<file path="config.mk">
export PLATFORM = sky130hd
export DESIGN_NAME = rms_bar_level_meter_unit
export DESIGN_NICKNAME = d
export VERILOG_FILES = /design/src/design/rbm_pkg.sv /design/src/design/rms_bar_level_meter_unit.sv /design/src/design/rbm_mac.sv /design/src/design/rbm_bar_mem.sv
export VERILOG_INCLUDE_DIRS = /design/src /design/src/design
export SDC_FILE = /design/constraint.sdc
export NUM_CORES = 2
export LEC_CHECK = 0
export ABC_AREA = 1
export BUFFER_PORTS_ARGS = -buffer_cell sky130_fd_sc_hd__buf_2
export CAP_MARGIN = 30
export CORE_UTILIZATION = 50
export DETAILED_ROUTE_END_ITERATION = 12
export GPL_TIMING_DRIVEN = 0
export PLACE_DENSITY_LB_ADDON = 0.12
export SLEW_MARGIN = 20
export SYNTH_ARGS = -nofsm -noshare
export SYNTH_HDL_FRONTEND = slang
export SYNTH_SLANG_ARGS = --single-unit
</file>
<file path="constraint.sdc">
create_clock -name clock -period 6.2 [get_ports clock]
set_input_delay 0.62 -clock clock [delete_from_list [all_inputs] [get_ports clock]]
set_output_delay 0.62 -clock clock [all_outputs]
set_load 0.005 [all_outputs]
</file>
<file path="src/design/rms_bar_level_meter_unit_assert.svh">
// Assertion helpers shared by the meter RTL.
`ifndef RMS_BAR_LEVEL_METER_UNIT_ASSERT_SVH
`define RMS_BAR_LEVEL_METER_UNIT_ASSERT_SVH

// Check a property in the same cycle as its trigger.
`define RBM_ASSERT_NOW(label, clk, rst, cond, prop, msg) \
   label: assert property (@(posedge clk) disable iff (rst) (cond) |-> (prop)) \
      else $error(msg);

// Check a property in the cycle after its trigger.
`define RBM_ASSERT_NEXT(label, clk, rst, cond, prop, msg) \
   label: assert property (@(posedge clk) disable iff (rst) (cond) |=> (prop)) \
      else $error(msg);

`endif

</file>
<file path="src/design/rbm_pkg.sv">
package rbm_pkg;

   // Default geometry of the meter
   localparam int COLUMNS_DEF    = 32;
   localparam int HEIGHT_MAX_DEF = 128;
   localparam int MAX_GROUP_DEF  = 4096;

   // Fixed field widths
   localparam int SAMPLE_W    = 16;
   localparam int SQUARE_W    = 31;
   localparam int FS_W        = 16;
   localparam int SPB_W       = 13;
   localparam int DECAY_W     = 8;
   localparam int COLUMN_W    = 5;
   localparam int HEIGHT_W    = 8;
   localparam int LEVEL_W     = 2;
   localparam int CSR_DATA_W  = 16;
   localparam int CSR_INDEX_W = 2;

   // Shared multiplier slices the wide operand into chunks of this width
   localparam int CHUNK_W     = 16;
   localparam int CHUNK_CNT_W = 3;

   // Level thresholds in percent of full height
   localparam int PCT_SCALE = 100;
   localparam int PCT_HIGH  = 80;
   localparam int PCT_MID   = 50;
   localparam int PCT_W     = 16;

   // Register reset values
   localparam logic [SPB_W-1:0]   SPB_RESET   = 13'd1;
   localparam logic [FS_W-1:0]    FS_RESET    = 16'd1024;
   localparam logic [DECAY_W-1:0] DECAY_RESET = 8'd2;

   // Register indexes
   localparam logic [CSR_INDEX_W-1:0] REG_SAMPLES_PER_BAR = 2'd0;
   localparam logic [CSR_INDEX_W-1:0] REG_FULL_SCALE      = 2'd1;
   localparam logic [CSR_INDEX_W-1:0] REG_DECAY_STEP      = 2'd2;

   // Level class codes
   localparam logic [LEVEL_W-1:0] LEVEL_LOW  = 2'd0;
   localparam logic [LEVEL_W-1:0] LEVEL_MID  = 2'd1;
   localparam logic [LEVEL_W-1:0] LEVEL_HIGH = 2'd2;

   typedef enum logic [3:0] {
      ST_IDLE,
      ST_SQ_WAIT,
      ST_FS2,
      ST_FS2_WAIT,
      ST_FSN_WAIT,
      ST_RHS_WAIT,
      ST_TRY,
      ST_TSQ_WAIT,
      ST_LHS_WAIT,
      ST_SMOOTH,
      ST_OUT
   } rbm_state_type;

   typedef struct packed {
      logic                   start;
      logic [CHUNK_CNT_W-1:0] chunks;
   } mac_ctl_type;

   typedef struct packed {
      logic busy;
      logic done;
   } mac_sts_type;

   typedef struct packed {
      logic clear;
      logic rd_en;
      logic wr_en;
   } bar_ctl_type;

endpackage

</file>
<file path="src/design/rms_bar_level_meter_unit.sv">
// Each sample is accepted, then multiplied and folded on the shared MAC and added to the sum;
// req_ready stays low until that is done. A group's last sample also runs the height search
// on the MAC: fs^2, fs^2*n, sum*H^2, then per height bit trial^2 and trial^2*fs^2*n (skipped
// when the trial is above HEIGHT_MAX); the response is registered once the output is free, then input opens again.
// Synchronous reset restores register defaults, zeroes counters and sum and drops all bar
// heights at once through per-column valid bits; no clearing pass follows.
`include "rms_bar_level_meter_unit_assert.svh"

module rms_bar_level_meter_unit
   import rbm_pkg::*;
#(
   parameter int COLUMNS    = COLUMNS_DEF,
   parameter int HEIGHT_MAX = HEIGHT_MAX_DEF,
   parameter int MAX_GROUP  = MAX_GROUP_DEF
) (
   input  logic                       clock,
   input  logic                       reset,
   input  logic                       req_valid,
   output logic                       req_ready,
   input  logic                       req_mode,
   input  logic signed [SAMPLE_W-1:0] req_sample,
   output logic                       rsp_valid,
   input  logic                       rsp_ready,
   output logic [COLUMN_W-1:0]        rsp_column,
   output logic [HEIGHT_W-1:0]        rsp_bar_height,
   output logic [LEVEL_W-1:0]         rsp_level_class,
   input  logic                       csr_we,
   input  logic [CSR_INDEX_W-1:0]     csr_index,
   input  logic [CSR_DATA_W-1:0]      csr_wdata
);

   localparam int H_W    = $clog2(HEIGHT_MAX + 1);
   localparam int BIT_W  = (H_W > 1) ? $clog2(H_W) : 1;
   localparam int N_W    = $clog2(MAX_GROUP + 1);
   localparam int COL_W  = (COLUMNS > 1) ? $clog2(COLUMNS) : 1;
   localparam int SUM_W  = SQUARE_W + $clog2(MAX_GROUP);
   localparam int FSN_W  = 2 * FS_W + N_W;
   localparam int B_W    = (N_W > CHUNK_W) ? N_W : CHUNK_W;
   localparam int FSN_C  = (FSN_W + CHUNK_W - 1) / CHUNK_W;
   localparam int SUM_C  = (SUM_W + CHUNK_W - 1) / CHUNK_W;
   localparam int MAX_C  = (FSN_C > SUM_C) ? FSN_C : SUM_C;
   localparam int OP_W   = CHUNK_W * MAX_C;
   localparam int ACC_W  = OP_W + B_W;
   localparam int SH_ONE = CHUNK_W * (MAX_C - 1);
   localparam int SH_TWO = CHUNK_W * (MAX_C - 2);
   localparam int SH_FSN = CHUNK_W * (MAX_C - FSN_C);
   localparam int SH_SUM = CHUNK_W * (MAX_C - SUM_C);
   localparam int HSQ    = HEIGHT_MAX * HEIGHT_MAX;
   localparam int LVL_HI = (PCT_HIGH + 1) * HEIGHT_MAX;
   localparam int LVL_MD = (PCT_MID + 1) * HEIGHT_MAX;

   rbm_state_type        state_ff, state_in;
   logic [SPB_W-1:0]     spb_ff, spb_in;
   logic [FS_W-1:0]      fs_ff, fs_in;
   logic [DECAY_W-1:0]   decay_ff, decay_in;
   logic [COL_W-1:0]     col_ff, col_in;
   logic [N_W-1:0]       cnt_ff, cnt_in;
   logic [SUM_W-1:0]     sum_ff, sum_in;
   logic [FSN_W-1:0]     fsn_ff, fsn_in;
   logic [ACC_W-1:0]     rhs_ff, rhs_in;
   logic [H_W-1:0]       h_ff, h_in;
   logic [BIT_W-1:0]     bit_ff, bit_in;
   logic [H_W-1:0]       hgt_ff, hgt_in;
   logic                 rsp_valid_ff, rsp_valid_in;
   logic [COLUMN_W-1:0]  rsp_column_ff, rsp_column_in;
   logic [HEIGHT_W-1:0]  rsp_height_ff, rsp_height_in;
   logic [LEVEL_W-1:0]   rsp_level_ff, rsp_level_in;

   mac_ctl_type          mac_ctl;
   mac_sts_type          mac_sts;
   logic [OP_W-1:0]      mac_operand;
   logic [B_W-1:0]       mac_mult;
   logic [ACC_W-1:0]     mac_acc;
   bar_ctl_type          bar_ctl;
   logic [H_W-1:0]       bar_rd_data;

   logic [SAMPLE_W-1:0]  mag;
   logic [FS_W-1:0]      fs_eff;
   logic [N_W-1:0]       grp_len;
   logic [N_W-1:0]       cnt_next;
   logic                 grp_end;
   logic [H_W-1:0]       trial;
   logic                 trial_fits;
   logic                 lhs_fits;
   logic                 last_bit;
   logic [DECAY_W-1:0]   cur_ext;
   logic [H_W-1:0]       smoothed;
   logic                 out_free;
   logic [PCT_W-1:0]     pct_num;
   logic [LEVEL_W-1:0]   level;
   logic [COL_W-1:0]     col_wrap;

   // Operand conditioning
   always_comb begin
      mag    = req_sample[SAMPLE_W-1] ? (~req_sample + 1'b1) : req_sample;
      fs_eff = (fs_ff == '0) ? FS_W'(1) : fs_ff;
      if (spb_ff == '0) begin
         grp_len = N_W'(1);
      end else if (32'(spb_ff) > 32'(MAX_GROUP)) begin
         grp_len = N_W'(MAX_GROUP);
      end else begin
         grp_len = N_W'(spb_ff);
      end
      cnt_next   = cnt_ff + 1'b1;
      grp_end    = (cnt_next >= grp_len);
      trial      = h_ff | (H_W'(1) << bit_ff);
      trial_fits = (trial <= H_W'(HEIGHT_MAX));
      lhs_fits   = (mac_acc <= rhs_ff);
      last_bit   = (bit_ff == '0);
      out_free   = !rsp_valid_ff || rsp_ready;
      col_wrap   = (col_ff == COL_W'(COLUMNS - 1)) ? '0 : col_ff + 1'b1;
   end

   // Fast rise, slow decay floored at zero
   always_comb begin
      cur_ext = DECAY_W'(bar_rd_data);
      if (h_ff >= bar_rd_data) begin
         smoothed = h_ff;
      end else if (cur_ext > decay_ff) begin
         smoothed = H_W'(cur_ext - decay_ff);
      end else begin
         smoothed = '0;
      end
   end

   // Level class from percent thresholds, without a divider
   always_comb begin
      pct_num = PCT_W'(hgt_ff) * PCT_W'(PCT_SCALE);
      if (pct_num >= PCT_W'(LVL_HI)) begin
         level = LEVEL_HIGH;
      end else if (pct_num >= PCT_W'(LVL_MD)) begin
         level = LEVEL_MID;
      end else begin
         level = LEVEL_LOW;
      end
   end

   // Next state
   always_comb begin
      state_in = state_ff;
      case (state_ff)
         ST_IDLE: begin
            if (req_valid && !req_mode) begin
               state_in = ST_SQ_WAIT;
            end
         end
         ST_SQ_WAIT: begin
            if (mac_sts.done) begin
               state_in = grp_end ? ST_FS2 : ST_IDLE;
            end
         end
         ST_FS2: state_in = ST_FS2_WAIT;
         ST_FS2_WAIT: begin
            if (mac_sts.done) begin
               state_in = ST_FSN_WAIT;
            end
         end
         ST_FSN_WAIT: begin
            if (mac_sts.done) begin
               state_in = ST_RHS_WAIT;
            end
         end
         ST_RHS_WAIT: begin
            if (mac_sts.done) begin
               state_in = ST_TRY;
            end
         end
         ST_TRY: begin
            if (trial_fits) begin
               state_in = ST_TSQ_WAIT;
            end else if (last_bit) begin
               state_in = ST_SMOOTH;
            end
         end
         ST_TSQ_WAIT: begin
            if (mac_sts.done) begin
               state_in = ST_LHS_WAIT;
            end
         end
         ST_LHS_WAIT: begin
            if (mac_sts.done) begin
               state_in = last_bit ? ST_SMOOTH : ST_TRY;
            end
         end
         ST_SMOOTH: state_in = ST_OUT;
         ST_OUT: begin
            if (out_free) begin
               state_in = ST_IDLE;
            end
         end
         default: state_in = ST_IDLE;
      endcase
   end

   // Sequencer outputs: MAC commands, bar memory strobes, ready
   always_comb begin
      req_ready      = 1'b0;
      mac_ctl.start  = 1'b0;
      mac_ctl.chunks = CHUNK_CNT_W'(1);
      mac_operand    = OP_W'(mag) << SH_ONE;
      mac_mult       = B_W'(mag);
      bar_ctl        = '0;
      case (state_ff)
         ST_IDLE: begin
            req_ready      = 1'b1;
            mac_ctl.start  = req_valid && !req_mode;
            bar_ctl.clear  = req_valid && req_mode;
         end
         ST_FS2: begin
            mac_ctl.start = 1'b1;
            mac_operand   = OP_W'(fs_eff) << SH_ONE;
            mac_mult      = B_W'(fs_eff);
            bar_ctl.rd_en = 1'b1;
         end
         ST_FS2_WAIT: begin
            mac_ctl.start  = mac_sts.done;
            mac_ctl.chunks = CHUNK_CNT_W'(2);
            mac_operand    = OP_W'(mac_acc[2*FS_W-1:0]) << SH_TWO;
            mac_mult       = B_W'(grp_len);
         end
         ST_FSN_WAIT: begin
            mac_ctl.start  = mac_sts.done;
            mac_ctl.chunks = CHUNK_CNT_W'(SUM_C);
            mac_operand    = OP_W'(sum_ff) << SH_SUM;
            mac_mult       = B_W'(HSQ);
         end
         ST_TRY: begin
            mac_ctl.start = trial_fits;
            mac_operand   = OP_W'(trial) << SH_ONE;
            mac_mult      = B_W'(trial);
         end
         ST_TSQ_WAIT: begin
            mac_ctl.start  = mac_sts.done;
            mac_ctl.chunks = CHUNK_CNT_W'(FSN_C);
            mac_operand    = OP_W'(fsn_ff) << SH_FSN;
            mac_mult       = B_W'(mac_acc[2*H_W-1:0]);
         end
         ST_SMOOTH: begin
            bar_ctl.wr_en = 1'b1;
         end
         default: ;
      endcase
   end

   // Datapath registers
   always_comb begin
      spb_in        = spb_ff;
      fs_in         = fs_ff;
      decay_in      = decay_ff;
      col_in        = col_ff;
      cnt_in        = cnt_ff;
      sum_in        = sum_ff;
      fsn_in        = fsn_ff;
      rhs_in        = rhs_ff;
      h_in          = h_ff;
      bit_in        = bit_ff;
      hgt_in        = hgt_ff;
      rsp_valid_in  = rsp_valid_ff;
      rsp_column_in = rsp_column_ff;
      rsp_height_in = rsp_height_ff;
      rsp_level_in  = rsp_level_ff;

      // Configuration writes
      if (csr_we) begin
         case (csr_index)
            REG_SAMPLES_PER_BAR: spb_in   = csr_wdata[SPB_W-1:0];
            REG_FULL_SCALE:      fs_in    = csr_wdata[FS_W-1:0];
            REG_DECAY_STEP:      decay_in = csr_wdata[DECAY_W-1:0];
            default: ;
         endcase
      end

      // Release the response once taken
      if (rsp_valid_ff && rsp_ready) begin
         rsp_valid_in = 1'b0;
      end

      case (state_ff)
         ST_IDLE: begin
            if (req_valid && req_mode) begin
               col_in = '0;
               cnt_in = '0;
               sum_in = '0;
            end
         end
         ST_SQ_WAIT: begin
            if (mac_sts.done) begin
               sum_in = sum_ff + SUM_W'(mac_acc[SQUARE_W-1:0]);
               cnt_in = cnt_next;
            end
         end
         ST_FSN_WAIT: begin
            if (mac_sts.done) begin
               fsn_in = mac_acc[FSN_W-1:0];
            end
         end
         ST_RHS_WAIT: begin
            if (mac_sts.done) begin
               rhs_in = mac_acc;
               h_in   = '0;
               bit_in = BIT_W'(H_W - 1);
            end
         end
         ST_TRY: begin
            if (!trial_fits && !last_bit) begin
               bit_in = bit_ff - 1'b1;
            end
         end
         ST_LHS_WAIT: begin
            if (mac_sts.done) begin
               if (lhs_fits) begin
                  h_in = trial;
               end
               if (!last_bit) begin
                  bit_in = bit_ff - 1'b1;
               end
            end
         end
         ST_SMOOTH: begin
            hgt_in = smoothed;
            cnt_in = '0;
            sum_in = '0;
         end
         ST_OUT: begin
            if (out_free) begin
               rsp_valid_in  = 1'b1;
               rsp_column_in = COLUMN_W'(col_ff);
               rsp_height_in = HEIGHT_W'(hgt_ff);
               rsp_level_in  = level;
               col_in        = col_wrap;
            end
         end
         default: ;
      endcase
   end

   always_ff @(posedge clock) begin
      if (reset) begin
         state_ff     <= ST_IDLE;
         spb_ff       <= SPB_RESET;
         fs_ff        <= FS_RESET;
         decay_ff     <= DECAY_RESET;
         col_ff       <= '0;
         cnt_ff       <= '0;
         sum_ff       <= '0;
         rsp_valid_ff <= 1'b0;
      end else begin
         state_ff     <= state_in;
         spb_ff       <= spb_in;
         fs_ff        <= fs_in;
         decay_ff     <= decay_in;
         col_ff       <= col_in;
         cnt_ff       <= cnt_in;
         sum_ff       <= sum_in;
         rsp_valid_ff <= rsp_valid_in;
      end
      fsn_ff        <= fsn_in;
      rhs_ff        <= rhs_in;
      h_ff          <= h_in;
      bit_ff        <= bit_in;
      hgt_ff        <= hgt_in;
      rsp_column_ff <= rsp_column_in;
      rsp_height_ff <= rsp_height_in;
      rsp_level_ff  <= rsp_level_in;
   end

   assign rsp_valid       = rsp_valid_ff;
   assign rsp_column      = rsp_column_ff;
   assign rsp_bar_height  = rsp_height_ff;
   assign rsp_level_class = rsp_level_ff;

   // Shared multiply-accumulate unit
   rbm_mac #(
      .OP_W  (OP_W),
      .B_W   (B_W),
      .ACC_W (ACC_W)
   ) u_mac (
      .clock   (clock),
      .reset   (reset),
      .ctl     (mac_ctl),
      .operand (mac_operand),
      .mult    (mac_mult),
      .sts     (mac_sts),
      .acc     (mac_acc)
   );

   // Stored column heights
   rbm_bar_mem #(
      .DEPTH  (COLUMNS),
      .ADDR_W (COL_W),
      .DATA_W (H_W)
   ) u_bar_mem (
      .clock   (clock),
      .reset   (reset),
      .ctl     (bar_ctl),
      .rd_addr (col_ff),
      .wr_addr (col_ff),
      .wr_data (smoothed),
      .rd_data (bar_rd_data)
   );

   `RBM_ASSERT_NEXT(a_sample_starts_mac, clock, reset, req_valid && req_ready && !req_mode, mac_sts.busy, "sample accepted without a MAC pass")
   `RBM_ASSERT_NEXT(a_clear_restarts, clock, reset, req_valid && req_ready && req_mode, cnt_ff == '0 && col_ff == '0 && sum_ff == '0, "clear did not restart the frame")
   `RBM_ASSERT_NOW(a_done_in_wait, clock, reset, mac_sts.done, state_ff == ST_SQ_WAIT || state_ff == ST_FS2_WAIT || state_ff == ST_FSN_WAIT || state_ff == ST_RHS_WAIT || state_ff == ST_TSQ_WAIT || state_ff == ST_LHS_WAIT, "MAC finished outside a wait state")
   `RBM_ASSERT_NOW(a_height_bounded, clock, reset, state_ff == ST_SMOOTH, h_ff <= H_W'(HEIGHT_MAX), "search gave a height above full scale")
   `RBM_ASSERT_NOW(a_rsp_height_bounded, clock, reset, rsp_valid, rsp_bar_height <= HEIGHT_W'(HEIGHT_MAX), "response height above full scale")

endmodule

</file>
<file path="src/design/rbm_mac.sv">
module rbm_mac
   import rbm_pkg::*;
#(
   parameter int OP_W  = 48,
   parameter int B_W   = 16,
   parameter int ACC_W = 64
) (
   input  logic              clock,
   input  logic              reset,
   input  mac_ctl_type       ctl,
   input  logic [OP_W-1:0]   operand,
   input  logic [B_W-1:0]    mult,
   output mac_sts_type       sts,
   output logic [ACC_W-1:0]  acc
);

   localparam int PROD_W = CHUNK_W + B_W;

   logic [OP_W-1:0]        op_ff, op_in;
   logic [B_W-1:0]         mult_ff, mult_in;
   logic [CHUNK_CNT_W-1:0] left_ff, left_in;
   logic [PROD_W-1:0]      prod_ff, prod_in;
   logic                   prod_vld_ff, prod_vld_in;
   logic                   first_ff, first_in;
   logic [ACC_W-1:0]       acc_ff, acc_in;
   logic                   done_ff, done_in;

   // Issue one chunk per cycle, top chunk first, and fold in Horner order
   always_comb begin
      op_in       = op_ff;
      mult_in     = mult_ff;
      left_in     = left_ff;
      prod_in     = prod_ff;
      prod_vld_in = 1'b0;
      first_in    = first_ff;
      acc_in      = acc_ff;
      done_in     = 1'b0;
      if (prod_vld_ff) begin
         acc_in   = (first_ff ? '0 : (acc_ff << CHUNK_W)) + ACC_W'(prod_ff);
         first_in = 1'b0;
         done_in  = (left_ff == '0);
      end
      if (ctl.start) begin
         op_in    = operand;
         mult_in  = mult;
         left_in  = ctl.chunks;
         first_in = 1'b1;
      end else if (left_ff != '0) begin
         prod_in     = PROD_W'(op_ff[OP_W-1 -: CHUNK_W]) * PROD_W'(mult_ff);
         op_in       = op_ff << CHUNK_W;
         left_in     = left_ff - 1'b1;
         prod_vld_in = 1'b1;
      end
   end

   always_ff @(posedge clock) begin
      if (reset) begin
         left_ff     <= '0;
         prod_vld_ff <= 1'b0;
         first_ff    <= 1'b0;
         done_ff     <= 1'b0;
      end else begin
         left_ff     <= left_in;
         prod_vld_ff <= prod_vld_in;
         first_ff    <= first_in;
         done_ff     <= done_in;
      end
      op_ff   <= op_in;
      mult_ff <= mult_in;
      prod_ff <= prod_in;
      acc_ff  <= acc_in;
   end

   assign sts.busy = (left_ff != '0) || prod_vld_ff;
   assign sts.done = done_ff;
   assign acc      = acc_ff;

endmodule

</file>
<file path="src/design/rbm_bar_mem.sv">
module rbm_bar_mem
   import rbm_pkg::*;
#(
   parameter int DEPTH  = 32,
   parameter int ADDR_W = 5,
   parameter int DATA_W = 8
) (
   input  logic              clock,
   input  logic              reset,
   input  bar_ctl_type       ctl,
   input  logic [ADDR_W-1:0] rd_addr,
   input  logic [ADDR_W-1:0] wr_addr,
   input  logic [DATA_W-1:0] wr_data,
   output logic [DATA_W-1:0] rd_data
);

   logic [DATA_W-1:0] bar_mem_ff [DEPTH];
   logic [DEPTH-1:0]  valid_ff, valid_in;
   logic [DATA_W-1:0] rd_data_ff;
   logic              rd_vld_ff;

   // Drop every entry on clear, mark an entry on write
   always_comb begin
      valid_in = valid_ff;
      if (ctl.clear) begin
         valid_in = '0;
      end else if (ctl.wr_en) begin
         valid_in[wr_addr] = 1'b1;
      end
   end

   always_ff @(posedge clock) begin
      if (reset) begin
         valid_ff  <= '0;
         rd_vld_ff <= 1'b0;
      end else begin
         valid_ff <= valid_in;
         if (ctl.rd_en) begin
            rd_vld_ff <= valid_ff[rd_addr];
         end
      end
   end

   // Memory write and registered read
   always_ff @(posedge clock) begin
      if (ctl.wr_en) begin
         bar_mem_ff[wr_addr] <= wr_data;
      end
      if (ctl.rd_en) begin
         rd_data_ff <= bar_mem_ff[rd_addr];
      end
   end

   // An entry never written since clear reads as zero
   assign rd_data = rd_vld_ff ? rd_data_ff : '0;

endmodule
</file>
---- Word-level counts from Yosys, hierarchy flattened ----
Memories as Yosys holds them, arrays and structs flattened. A register that Yosys moved wholly into a read port is not among the register bits.
Index checks and enable logic that the tools add are counted.
storage, ports and cells
  bits in writable memories ............... 256
  word-level logic and storage cells ...... 184
  latch bits .............................. 0
  memory bits (read-only) ................. 0
  memories kept ........................... 1
  input bits .............................. 40
  register bits ........................... 445
memories
  memory                depth  width  rd ports  clocked after Yosys merged registers in  write ports  line               source
  u_bar_mem.bar_mem_ff  32     8      1         1                                        1            rbm_bar_mem.sv:17  logic [DATA_W-1:0] bar_mem_ff [DEPTH];
operators by class
  shift operators ......................... 1
  equality and inequality tests ........... 26
  magnitude comparators ................... 10
  multiply operators ...................... 2
  bitwise operators ....................... 5
  multiplexer cells ....................... 65
  divide/modulo/power cells ............... 0
  add/subtract/negate cells ............... 8
  reduce and logical (&&, ||, !) cells .... 40
operators by type and width
  kind                   number
  $pmux 48 s5            1
  $pmux 43 s3            1
  $mux 48                2
  $mux 43                2
  $pmux 16 s5            1
  $add 64x32->64         1
  $le 64x64->1           1
  $mux 64                1
  $mux 13                4
  $mux 8                 6
  $mux 4                 11
  $pmux 4 s11            1
  $add 43x31->43         1
  $pmux 13 s3            1
  $mul 16x16->32         1
  $mux 16                2
  $or 32x32->32          1
  $mux 3                 6
  $add 16x1->16 const B  1
  $eq 4x3->1 const B     4
  $logic_not 16->1       1
  $not 16->16            1
  $pmux 8 s2             1
  $ge 15x13->1 const B   1
  other kinds (50)       104

---- Depth between registers and ports, before layout ----
  depth in word-level cells ............... 7
  mapped depth ............................ 27
  mapped depth without buffers ............ 25

---- Cells and area by module ----
Synthesis repeated with hierarchy kept, for this count alone.
unflattened totals
  cell total of the unflattened synthesis .. 5635
  area, all modules ....................... 46383.2 um2
by module, submodules not included
  module                    seq. area each (um2)  area an instance (um2)  cells an instance  times used
  rbm_mac                   4924.7                17994.8                 2380               1
  rms_bar_level_meter_unit  6356.1                16368.2                 2174               1
  rbm_bar_mem               8588.2                12020.3                 1081               1

---- Worst setup path after synthesis ----
No wires, ideal clock.
  path kind ............................... flip-flop to flip-flop
  start ................................... register u_mac.op_ff[37]
  end ..................................... register u_mac.prod_ff[19], data pin
  setup slack ............................. 615 ps
  arrival time ............................ 5323 ps
  setup time .............................. 262 ps
  path buffers ............................ 2
  stages on the path, launching flop included .. 22
  required time ........................... 5938 ps
  cell sequence ........................... edfxtp_1 clkbuf_1 clkbuf_1 nand2_1 fa_1 inv_1 fa_1 inv_1 fa_1 inv_1 fa_1 fa_1 inv_1 fa_1 inv_1 ha_1 a21oi_1 a21boi_0 nand2_1 a31oi_1 o21bai_1 xor2_1
between the ends
  cells in the longest elaborated chain, start to end .. 1
RTL lines
  what                      line           source
  start: declaration        rbm_mac.sv:19  logic [OP_W-1:0] op_ff, op_in;
  start signal: assignment  rbm_mac.sv:68  op_ff <= op_in;
  $mul 16x16->32            rbm_mac.sv:49  prod_in = PROD_W'(op_ff[OP_W-1 -: CHUNK_W]) * PROD_W'(mult_ff);
  end signal: assignment    rbm_mac.sv:70  prod_ff <= prod_in;
  end: declaration          rbm_mac.sv:22  logic [PROD_W-1:0] prod_ff, prod_in;
No other way between the ends.
A chain may end at the register's enable or synchronous reset.

---- Worst setup path in the final report ----
  start ................................... register u_mac.mult_ff[11]
  end ..................................... register u_mac.prod_ff[24], data pin
between the ends
  cells in the longest elaborated chain, start to end .. 1
RTL lines
  what                      line           source
  start: declaration        rbm_mac.sv:20  logic [B_W-1:0] mult_ff, mult_in;
  start signal: assignment  rbm_mac.sv:69  mult_ff <= mult_in;
  $mul 16x16->32            rbm_mac.sv:49
No other way between the ends.

==> qor.csv <==
metric,value,unit
max cap viols,0,
die width,300,um
CP Class,reg2reg,
core box area,87400,um2
DR iter-0 viols,3712,
Post-Synth Simple-Gate Area,17.9,%
maximum clock frequency,166,MHz
first-pass GRT wire length,209000,um
WL/cell,21.6,um
TritonRoute pass-1 iters,6,
"Req. time, crit path",6.59,ns
Inst Count DP,6280,
Worst Reg2Reg Path Length in Cells,19,
Syn Area/Cell,8.81,um2
"Design Area, Final",49600,um2
Final Cycle Share,96.9,%
syn nets,5575,
DR DRC count,0,
Syn-to-layout area delta,11.5,%
TritonCTS clock tree,yes,
largest net degree at the start of global routing,39,
"Reg clk slew, reported paths",0.06,ns
fin crit period,6.01,ns
Post-Route WL,139000,um
WHS Endpoint,spb_ff[0]$_SDFFE_PP1P_,
post-synthesis xor/xnor area fraction,1.95,%
cells after synthesis,5048,
global placement routability congestion,0.985,
#FFs+latches synth,709,
vias,35847,
worst-skew pair later-pin latency,0.66,ns
final hold violations,0,
R2R setup slack,0.19,ns
adder-cell share of the synthesized area,17.1,%
Slew headroom,33.2,%
Final Non-Filler Cells,6444,
Reg-to-Reg End,u_mac.prod_ff[24]$_DFFE_PP_,
HP Start,csr_wdata[0],
crit path max fanout,10,
post-DP HPWL,106000,um
TritonCTS Sinks,709,
multiplexer share of the synthesized area,0,%
post-synth cell types,51,
Compound-Gate Fraction of Synth Area,9.88,%
largest family of logic cells by synthesized area,simple AND/OR/NAND/NOR gates,
top_reg_cell synth,edfxtp_1,
largest cells by area after synthesis,"edfxtp_1 38%, nand2_1 9.5%, fa_1 9.0%, ha_1 8.1%, inv_1 6.7%",
Synth top area share,38.3,%
Yosys top cell by area,edfxtp_1,
worst slew pin tran,0.997,ns
Clock Tree Buf Depth,3,
antenna-violating nets left,0,
Clock Skew,0.0145,ns
final net count,5745,
Hold Slack,0.254,ns
worst hold stages,3,
share of synthesized registers carrying an async set or reset,0,%
final setup fails,0,
"Hold-fix buffers, CTS",0,
WP data arrival,6.40,ns
row cnt,108,
input/output buffers,54,
worst min path class,in2reg,
Area after DPL,46500,um2
total CTS buffers,79,
Root Driver,clkbuf_16,
sequential area share after synthesis,44.7,%
die height,300,um
Initial Utilization,50.8,%
GR Util All Layers,30.9,%
H-tree lvl count,3,
status,"complete, no violations",
"EDFF count, synth",567,
Setup crit end kind,flip-flop,
startpoint types,flip-flop,
DIE AREA,90100,um2
antenna violations before repair,11,
vias in the first global route,34704,
grt total ovfl,0,
share of layout cells above drive strength 1,6.91,%
Ys Warns,0,
Netlist Area Pre-Place,44500,um2
Max Slew Vio Count,0,
vias per std cell,5.56,
Sum Neg Setup Slack,0,ns
I/O pin count,57,
r2r startpoint,u_mac.mult_ff[11]$_DFFE_PP_,
==> logic make-up after synthesis <==
group	count (synthesis)
compound gates	792
xor+xnor	99
fa+ha+maj	487
buf+inv	985
flops	709
simple gates	1976
==> state kept, by name, indices dropped and copies added, names as in the netlist, 13 cells and up <==
register / count
cnt_ff: 13
u_bar_mem.valid_ff: 32
u_mac.acc: 64
u_mac.mult_ff: 16
u_mac.prod_ff: 32
spb_ff: 13
u_bar_mem.bar_mem_ff: 256
sum_ff: 43
u_mac.op_ff: 48
fs_ff: 16
fsn_ff: 45
rhs_ff: 64
==> placed cells by master, fill, tap and decap left out, types with 62 or more instances in the layout <==
cell       instances
nor2_1           551
dfxtp_1          141
buf_2             86
ha_1             284
fa_1             200
o21ai_0          288
clkbuf_1          96
edfxtp_1         567
a21oi_1          283
clkbuf_16         79
inv_1            789
nand2_1         1126
o22ai_1           84
buf_4             62
nand3_1          149
xor2_1            64
==> Yosys cell counts (28+ instances only) <==
master / number
dfxtp_1: 142
o22ai_1: 84
clkbuf_1: 141
inv_1: 790
fa_1: 200
xor2_1: 64
xnor2_1: 35
nor3_1: 55
edfxtp_1: 567
ha_1: 287
buf_2: 28
a21oi_1: 287
o21ai_0: 289
nor2_1: 554
nand3_1: 149
nand2_1: 1127
nand4_1: 38
==> critical path, cell delays in order, from the launching register on <==
cell      delay (ns)
edfxtp_1        0.53
clkbuf_4        0.31
nand2_1         0.10
fa_1            0.50
inv_1           0.05
fa_1            0.46
fa_1            0.54
fa_1            0.53
fa_1            0.55
inv_1           0.06
fa_1            0.54
inv_1           0.09
ha_1            0.42
nand2_1         0.12
nor2_1          0.20
inv_1           0.11
nor3_1          0.21
nand2_1         0.09
o211ai_1        0.22
xor2_1          0.10
==> routing by layer <==
| layer | vias to the layer above | wire length, um | GRT usage, % |
|---|---|---|---|
| met5 | - | 56 | 0 |
| met4 | 10 | 5900 | 11.9 |
| met3 | 337 | 12700 | 6.17 |
| met2 | 1522 | 63500 | 49.9 |
| met1 | 17093 | 56900 | 41.1 |
| li1 | 16885 | - | - |
==> stage by stage <==
step                utilization (%)  setup slack, ns
floorplan                         -            0.615
global placement               52.8           -0.510
detailed placement             53.2           -0.593
CTS                            56.4          0.00322
global route                   56.7          -0.0150
finish                         56.7            0.189
==> how the worst max path moves through the flow <==
stage | from | to | slack [ns] | depth (start not counted)
2_1_floorplan | u_mac.op_ff[37]$_DFFE_PP_ | u_mac.prod_ff[19]$_DFFE_PP_ | 0.61 | 21
3_3_place_gp | u_mac.mult_ff[9]$_DFFE_PP_ | u_mac.prod_ff[21]$_DFFE_PP_ | -0.51 | 22
3_5_place_dp | u_mac.op_ff[41]$_DFFE_PP_ | u_mac.prod_ff[24]$_DFFE_PP_ | -0.59 | 20
4_1_cts | u_mac.mult_ff[3]$_DFFE_PP_ | u_mac.prod_ff[21]$_DFFE_PP_ | 0.003 | 20
5_1_grt | u_mac.mult_ff[15]$_DFFE_PP_ | u_mac.prod_ff[30]$_DFFE_PP_ | -0.01 | 20
6_report | u_mac.mult_ff[11]$_DFFE_PP_ | u_mac.prod_ff[24]$_DFFE_PP_ | 0.19 | 19
==> layout make-up <==
type                            instances  area [um2]
Multi-Input combinational cell       3354       20900
Fill cell                            7910       37800
Clock buffer                          101        2110
Inverter                              806        3030
Tap cell                             1155        1450
Timing Repair Buffer                  120         895
Sequential cell                       709       19900
Buffer                                148         709
Clock inverter                         47         603
Antenna cell                            4        10.0
==> repair_timing <==
action,CTS,global route
gates resized for setup,34,56
buffers inserted,9,26
endpoints found under the setup margin,20,17
pin swaps,0,0
Power is left out: the tool's default activity adds up to more than one toggle a clock period on the data nets, which glitch-free logic cannot reach.
